==> src/rtl/bbs_pkg.sv <==
// ----------------------------------------------------------------------------
// Bigram Bloom signature package
// Hash constants, index width and the types shared by the signature modules.
// ----------------------------------------------------------------------------
package bbs_pkg;

    localparam int unsigned SIG_W     = 64;
    localparam int unsigned SIG_IDX_W = $clog2(SIG_W);

    localparam logic [31:0] PAIR_K1   = 32'd2654435761;
    localparam logic [31:0] PAIR_K2   = 32'd2246822519;
    localparam logic [31:0] PAIR_C2   = 32'd12345;
    localparam logic [31:0] PAIR_K3   = 32'd3266489917;
    localparam logic [31:0] PAIR_C3   = 32'd67890;

    localparam logic [31:0] SINGLE_K1 = 32'd17;
    localparam logic [31:0] SINGLE_K2 = 32'd31;
    localparam logic [31:0] SINGLE_C2 = 32'd5;
    localparam logic [31:0] SINGLE_K3 = 32'd127;
    localparam logic [31:0] SINGLE_C3 = 32'd13;

    typedef logic [SIG_W-1:0]     sig_t;
    typedef logic [SIG_IDX_W-1:0] sig_idx_t;

    // Held input item; only the low index bits of the byte reach any hash
    typedef struct packed {
        sig_idx_t byte_lo;
        logic     is_last;
        logic     is_empty;
    } item_t;

    typedef struct packed {
        logic seen_first;
        sig_t running;
    } acc_state_t;

    function automatic sig_t bit_at(input sig_idx_t idx);
        sig_t mask;
        mask      = '0;
        mask[idx] = 1'b1;
        return mask;
    endfunction

    // (x * k + c) mod 2^SIG_IDX_W
    function automatic sig_idx_t hash_idx(input sig_idx_t x, input logic [31:0] k,
                                          input logic [31:0] c);
        logic [2*SIG_IDX_W-1:0] prod;
        prod = {{SIG_IDX_W{1'b0}}, x} * {{SIG_IDX_W{1'b0}}, k[SIG_IDX_W-1:0]};
        return prod[SIG_IDX_W-1:0] + c[SIG_IDX_W-1:0];
    endfunction

endpackage

==> src/rtl/bigram_bloom_signature.sv <==
// ----------------------------------------------------------------------------
// Bigram Bloom signature
// 64-bit Bloom signature over the byte bigrams of a string.
// ----------------------------------------------------------------------------
// The block takes one byte of a string per cycle and answers with one 64-bit
// signature when the byte marked is_last (or an is_empty item) arrives; other
// bytes give no result. An item passes an input register and then the hash
// and accumulate logic into the result register, which offers the signature.
// The input side keeps taking one item per cycle while a signature waits to
// be collected; only an item that ends a string waits for the result register
// to free.
module bigram_bloom_signature
(
    input  logic        clk,
    input  logic        rst_n,
    input  logic        item_valid,
    output logic        item_ready,
    input  logic [7:0]  data_byte,
    input  logic        is_last,
    input  logic        is_empty,
    output logic        sig_valid,
    input  logic        sig_ready,
    output logic [63:0] signature
);

    logic                held_reg;
    logic                held_next;
    bbs_pkg::item_t      item_reg;
    bbs_pkg::item_t      item_next;
    logic                step;
    bbs_pkg::sig_t       pair_mask;
    bbs_pkg::sig_t       single_mask;
    bbs_pkg::acc_state_t acc_state;

    assign item_ready = ~held_reg | step;

    always_comb
    begin
        held_next = held_reg;
        item_next = item_reg;
        if (item_ready)
        begin
            held_next          = item_valid;
            item_next.byte_lo  = data_byte[bbs_pkg::SIG_IDX_W-1:0];
            item_next.is_last  = is_last;
            item_next.is_empty = is_empty;
        end
    end

    always_ff @(posedge clk or negedge rst_n)
    begin
        if (!rst_n)
        begin
            held_reg <= 1'b0;
        end
        else
        begin
            held_reg <= held_next;
        end
    end

    always_ff @(posedge clk)
    begin
        item_reg <= item_next;
    end

    bbs_hash u_hash
    (
        .byte_lo     (item_reg.byte_lo),
        .pair_mask   (pair_mask),
        .single_mask (single_mask)
    );

    bbs_accum u_accum
    (
        .clk         (clk),
        .rst_n       (rst_n),
        .item_held   (held_reg),
        .item        (item_reg),
        .pair_mask   (pair_mask),
        .single_mask (single_mask),
        .sig_ready   (sig_ready),
        .step        (step),
        .sig_valid   (sig_valid),
        .signature   (signature),
        .acc_state   (acc_state)
    );

    a_empty_gives_zero : assert property (@(posedge clk) disable iff (!rst_n)
        step && item_reg.is_empty |=> sig_valid && signature == 64'd0)
        else $error("empty string did not give a zero signature");

    a_idle_running_clear : assert property (@(posedge clk) disable iff (!rst_n)
        !acc_state.seen_first |-> acc_state.running == 64'd0)
        else $error("running signature set with no byte held");

    a_ready_when_free : assert property (@(posedge clk) disable iff (!rst_n)
        !held_reg |-> item_ready)
        else $error("input stalled with an empty input register");

    a_single_weight : assert property (@(posedge clk) disable iff (!rst_n)
        step && item_reg.is_last && !item_reg.is_empty && !acc_state.seen_first
        |=> $countones(signature) >= 1 && $countones(signature) <= 3)
        else $error("one-byte signature has a wrong number of bits");

endmodule

==> src/rtl/bbs_hash.sv <==
// ----------------------------------------------------------------------------
// Bigram Bloom signature hash
// Signature bit masks for a byte pair and for a lone byte.
// ----------------------------------------------------------------------------
module bbs_hash
(
    input  bbs_pkg::sig_idx_t byte_lo,
    output bbs_pkg::sig_t     pair_mask,
    output bbs_pkg::sig_t     single_mask
);

    // The bigram's low index bits are the current byte's low bits, and only
    // those bits of each product modulo 2^32 select a signature bit.
    assign pair_mask =
        bbs_pkg::bit_at(bbs_pkg::hash_idx(byte_lo, bbs_pkg::PAIR_K1, 32'd0)) |
        bbs_pkg::bit_at(bbs_pkg::hash_idx(byte_lo, bbs_pkg::PAIR_K2, bbs_pkg::PAIR_C2)) |
        bbs_pkg::bit_at(bbs_pkg::hash_idx(byte_lo, bbs_pkg::PAIR_K3, bbs_pkg::PAIR_C3));

    assign single_mask =
        bbs_pkg::bit_at(bbs_pkg::hash_idx(byte_lo, bbs_pkg::SINGLE_K1, 32'd0)) |
        bbs_pkg::bit_at(bbs_pkg::hash_idx(byte_lo, bbs_pkg::SINGLE_K2,
                                          bbs_pkg::SINGLE_C2)) |
        bbs_pkg::bit_at(bbs_pkg::hash_idx(byte_lo, bbs_pkg::SINGLE_K3,
                                          bbs_pkg::SINGLE_C3));

endmodule

==> src/rtl/bbs_accum.sv <==
// ----------------------------------------------------------------------------
// Bigram Bloom signature accumulator
// Running signature per string and the result register.
// ----------------------------------------------------------------------------
module bbs_accum
(
    input  logic                clk,
    input  logic                rst_n,
    input  logic                item_held,
    input  bbs_pkg::item_t      item,
    input  bbs_pkg::sig_t       pair_mask,
    input  bbs_pkg::sig_t       single_mask,
    input  logic                sig_ready,
    output logic                step,
    output logic                sig_valid,
    output bbs_pkg::sig_t       signature,
    output bbs_pkg::acc_state_t acc_state
);

    logic                seen_reg;
    logic                seen_next;
    bbs_pkg::sig_t       running_reg;
    bbs_pkg::sig_t       running_next;
    logic                sig_valid_reg;
    logic                sig_valid_next;
    bbs_pkg::sig_t       signature_reg;
    bbs_pkg::sig_t       signature_next;
    bbs_pkg::sig_t       joined;
    logic                ends;

    assign ends   = item.is_empty | item.is_last;
    assign step   = item_held & (~ends | ~sig_valid_reg | sig_ready);
    assign joined = seen_reg ? (running_reg | pair_mask) : '0;

    always_comb
    begin
        seen_next      = seen_reg;
        running_next   = running_reg;
        sig_valid_next = sig_valid_reg & ~sig_ready;
        signature_next = signature_reg;
        if (step)
        begin
            if (item.is_empty)
            begin
                seen_next      = 1'b0;
                running_next   = '0;
                sig_valid_next = 1'b1;
                signature_next = '0;
            end
            else if (item.is_last)
            begin
                seen_next      = 1'b0;
                running_next   = '0;
                sig_valid_next = 1'b1;
                signature_next = seen_reg ? joined : single_mask;
            end
            else
            begin
                seen_next    = 1'b1;
                running_next = joined;
            end
        end
    end

    always_ff @(posedge clk or negedge rst_n)
    begin
        if (!rst_n)
        begin
            seen_reg      <= 1'b0;
            running_reg   <= '0;
            sig_valid_reg <= 1'b0;
        end
        else
        begin
            seen_reg      <= seen_next;
            running_reg   <= running_next;
            sig_valid_reg <= sig_valid_next;
        end
    end

    always_ff @(posedge clk)
    begin
        signature_reg <= signature_next;
    end

    assign sig_valid            = sig_valid_reg;
    assign signature            = signature_reg;
    assign acc_state.seen_first = seen_reg;
    assign acc_state.running    = running_reg;

endmodule
==> config.mk <==
export PLATFORM = sky130hd
export DESIGN_NAME = bigram_bloom_signature
export DESIGN_NICKNAME = d
export VERILOG_FILES = /design/src/rtl/bbs_pkg.sv /design/src/rtl/bigram_bloom_signature.sv /design/src/rtl/bbs_hash.sv /design/src/rtl/bbs_accum.sv
export SDC_FILE = /design/constraint.sdc
export NUM_CORES = 1
export LEC_CHECK = 0
export ABC_AREA = 1
export BUFFER_PORTS_ARGS = -buffer_cell sky130_fd_sc_hd__buf_2
export CAP_MARGIN = 30
export CORE_ASPECT_RATIO = 1.75
export CORE_MARGIN = 2
export CORE_UTILIZATION = 28
export CTS_CLUSTER_SIZE = 30
export DETAILED_ROUTE_END_ITERATION = 12
export PLACE_DENSITY = 0.46
export SLEW_MARGIN = 25
export SYNTH_ARGS = -nofsm -noshare
export SYNTH_HDL_FRONTEND = slang
export SYNTH_SLANG_ARGS = --single-unit
==> constraint.sdc <==
create_clock -name clk -period 3.75 [get_ports clk]
set_input_delay 0.375 -clock clk [delete_from_list [all_inputs] [get_ports clk]]
set_output_delay 0.375 -clock clk [all_outputs]
set_load 0.02 [all_outputs]
==> flow_metrics.tcl <==
set metrics [dict create \
    fin_nets 1873 \
    max_stage_delay_ns 0.59 \
    ys_ff_latch 139 \
    critPathSlowestCell "fa_1" \
    drt-pass1-iter-count 6 \
    period_share 1.04 \
    wl_per_cell_um 21.0 \
    syn_inst 1698 \
    via_count 12023 \
    dpl.cell_count 2339 \
    use_met2 0.412 \
    finish.utilization 0.350 \
    r2r_slack_ns -0.15 \
    startpoint_type "flop" \
    violations "setup timing" \
    antenna_found_initial 0 \
    outcome "finished with violations" \
    power_density_nw_per_um2 608 \
    fill_cells 4433 \
    die-height_um 272 \
    cts_sinks 139 \
    final.setup.tns_ns -2.81 \
    rsz0062_at_grt "true" \
    synth_cell_types 36 \
    syn-num-nets 1753 \
    io_pins 80 \
    final_hold_viol_count 0 \
    end_kind "flop" \
    synth.cell_area_um2 11500 \
    worstHoldPathType "input port to asynchronous set/reset pin" \
    worst_pin_slew_ns 1.09 \
    final_cells 2381 \
    area_growth_pct 23.7 \
    drive_above_1_share 0.212 \
    grt_max_degree 66 \
    cp_max_fo 8 \
    peakVddDrop_v 0.000475 \
    antenna_cells 0 \
    grt-busiest-layer "met2" \
    cap_viol_max_count 0 \
    drc 0 \
    synthTopCellsByArea "edfxtp_1, nand2_1, dfrtp_1, nand4_1, inv_1" \
    initial_core_util 0.283 \
    track_usage 0.239 \
    rows 98 \
    rr_worst_depth 19 \
    crit_type "flop to flop" \
    cts_tree "yes" \
    crit_chain "fa_1, inv_2, fa_1, fa_1, inv_2, ha_4, nand3_2, nand2_1, nand2_1, nand2_2, inv_2, nand3_4, buf_4, nand3_4, nor2_4, nand2_1, nand2_2, nand2_2, a21oi_2" \
    cellLeakagePower_nw 6.55 \
    yosysTopAreaCell "edfxtp_1" \
    critPathArrivalTime_ns 4.21 \
    max_freq_mhz 256 \
    yosysWarnings 0 \
    layout_commonest_cell "nand2_1" \
    ant_nets 0 \
    numCtsBuffers 17 \
    die_x_um 157 \
    synth_top_area_frac 0.188 \
    clock_latency_ns 0.46 \
    synth-seq-area-share 0.335 \
    syn_area_per_cell_um2 6.76 \
    clock_path_buffers 2 \
    mostFrequentLayoutCells "nand2_1, inv_1, nand4_1" \
    port_buffers 77 \
    setup_ws_ns -0.151 \
    cp.required_ns 4.06 \
    setup_viol 55 \
    first_iter_violations 1176 \
    cts-root-buf "clkbuf_16" \
    slew_violations 0 \
    finalPower_w 0.00863 \
    grt_overflow 0 \
    avgViaCountPerCell 5.05 \
    fin_worst_skew_ns 0.00760 \
    period_needed_ns 3.90 \
    core_region_area_um2 40600 \
    htree_num_levels 4 \
    hpwl_um 33600 \
    maxSlewHeadroom 0.271 \
    totalWireLength_um 49900 \
    met1_usage 0.271 \
    met3_usage 0.0364 \
    grt_pass1_vias 12031 \
    clkTransAtPathRegs_ns 0.06 \
    place.gp.congestion 0.943 \
    grt_pass1_wl_um 75000 \
    design.die.area_um2 42700 \
]
area by class of cell:
cell class / count / area (um^2) / share of cell area
clock buffers: 20 / 437 / 0.0308
repair buffers: 209 / 1590 / 0.112
flip-flops and latches: 139 / 3840 / 0.271
well taps: 550 / 688 / 0.0485
clock inverters: 12 / 175 / 0.0123
multi-input cells: 1152 / 6330 / 0.446
inverters: 299 / 1130 / 0.0798
layer usage:
layer | vias up | share of wire
met2 | 452 | 0.50
met5 | - | 0
li1 | 5713 | -
met1 | 5694 | 0.38
met3 | 164 | 0.056
met4 | 0 | 0.068
synthesized netlist by cell type, drive strengths merged:
| cell type | instances |
|---|---|
| nand2 | 573 |
| inv | 298 |
| nand4 | 192 |
| a21oi | 99 |
| o21ai | 98 |
| edfxtp | 72 |
| clkbuf | 69 |
| dfrtp | 67 |
| nor2 | 64 |
| nand3 | 53 |
| buf | 39 |
| ha | 30 |
| nor3 | 14 |
| fa | 11 |
| xor2 | 9 |
| xnor2 | 8 |
| a21o | 1 |
| clkinv | 1 |
report_power, final:
part           internal, W  switching (W)  leakage, nW
Clock              0.00111       0.000728        0.292
Combinational      0.00158        0.00342         4.62
Sequential         0.00174      0.0000440         1.65
Total              0.00443        0.00419         6.55
kinds of logic (layout without fill, tap and decap cells):
family | count (synthesis) | count (layout) | share of synthesized area
fa+ha+maj | 41 | 41 | 0.0519
flops | 139 | 139 | 0.335
xor+xnor | 17 | 17 | 0.0199
compound gates | 198 | 198 | 0.0971
simple gates | 896 | 896 | 0.353
buf+inv | 407 | 540 | 0.143
through the flow:
stage | setup slack (ns) | hold slack (ns) | instance area (um^2)
floorplan | 0.0145 | 0.0794 | 11600
global placement | -0.270 | 0.469 | 13200
detailed placement | -0.288 | 0.473 | 13200
CTS | -0.113 | 0.00000600 | 14100
global route | -0.339 | 0.0349 | 14200
finish | -0.151 | 0.00135 | 14200
critical path: cells and delay by family (launching register included):
| kind | cells | cell delay [ns] |
|---|---|---|
| compound gates | 1 | 0.17 |
| fa+ha+maj | 4 | 1.86 |
| buf+inv | 4 | 0.31 |
| flops | 1 | 0.45 |
| simple gates | 10 | 0.96 |
path summary, 6_finish.rpt:
| path | start | to |
|---|---|---|
| worst max-delay path | item_reg[2] | u_accum.signature[29] |
| worst min-delay path | rst_n | held_reg |
| min in group clk | data_byte[5] | item_reg[7] |
| worst max register to register | item_reg[2] | u_accum.signature[29] |
| worst min register to register | u_accum.running_reg[0] | u_accum.running_reg[0] |
| max in group asynchronous | rst_n | u_accum.running_reg[50] |
what timing repair did:
item | 4_1_cts | 5_1_grt
setup endpoints to repair | 92 | 126
setup buffers | 6 | 3
cloned | 1 | 1
endpoints found under the hold margin | 0 | 0
hold buffers | 0 | 0
gates resized for setup | 59 | 20
pin swaps | 68 | 32
No activity file was read; power rests on OpenSTA's default activity.
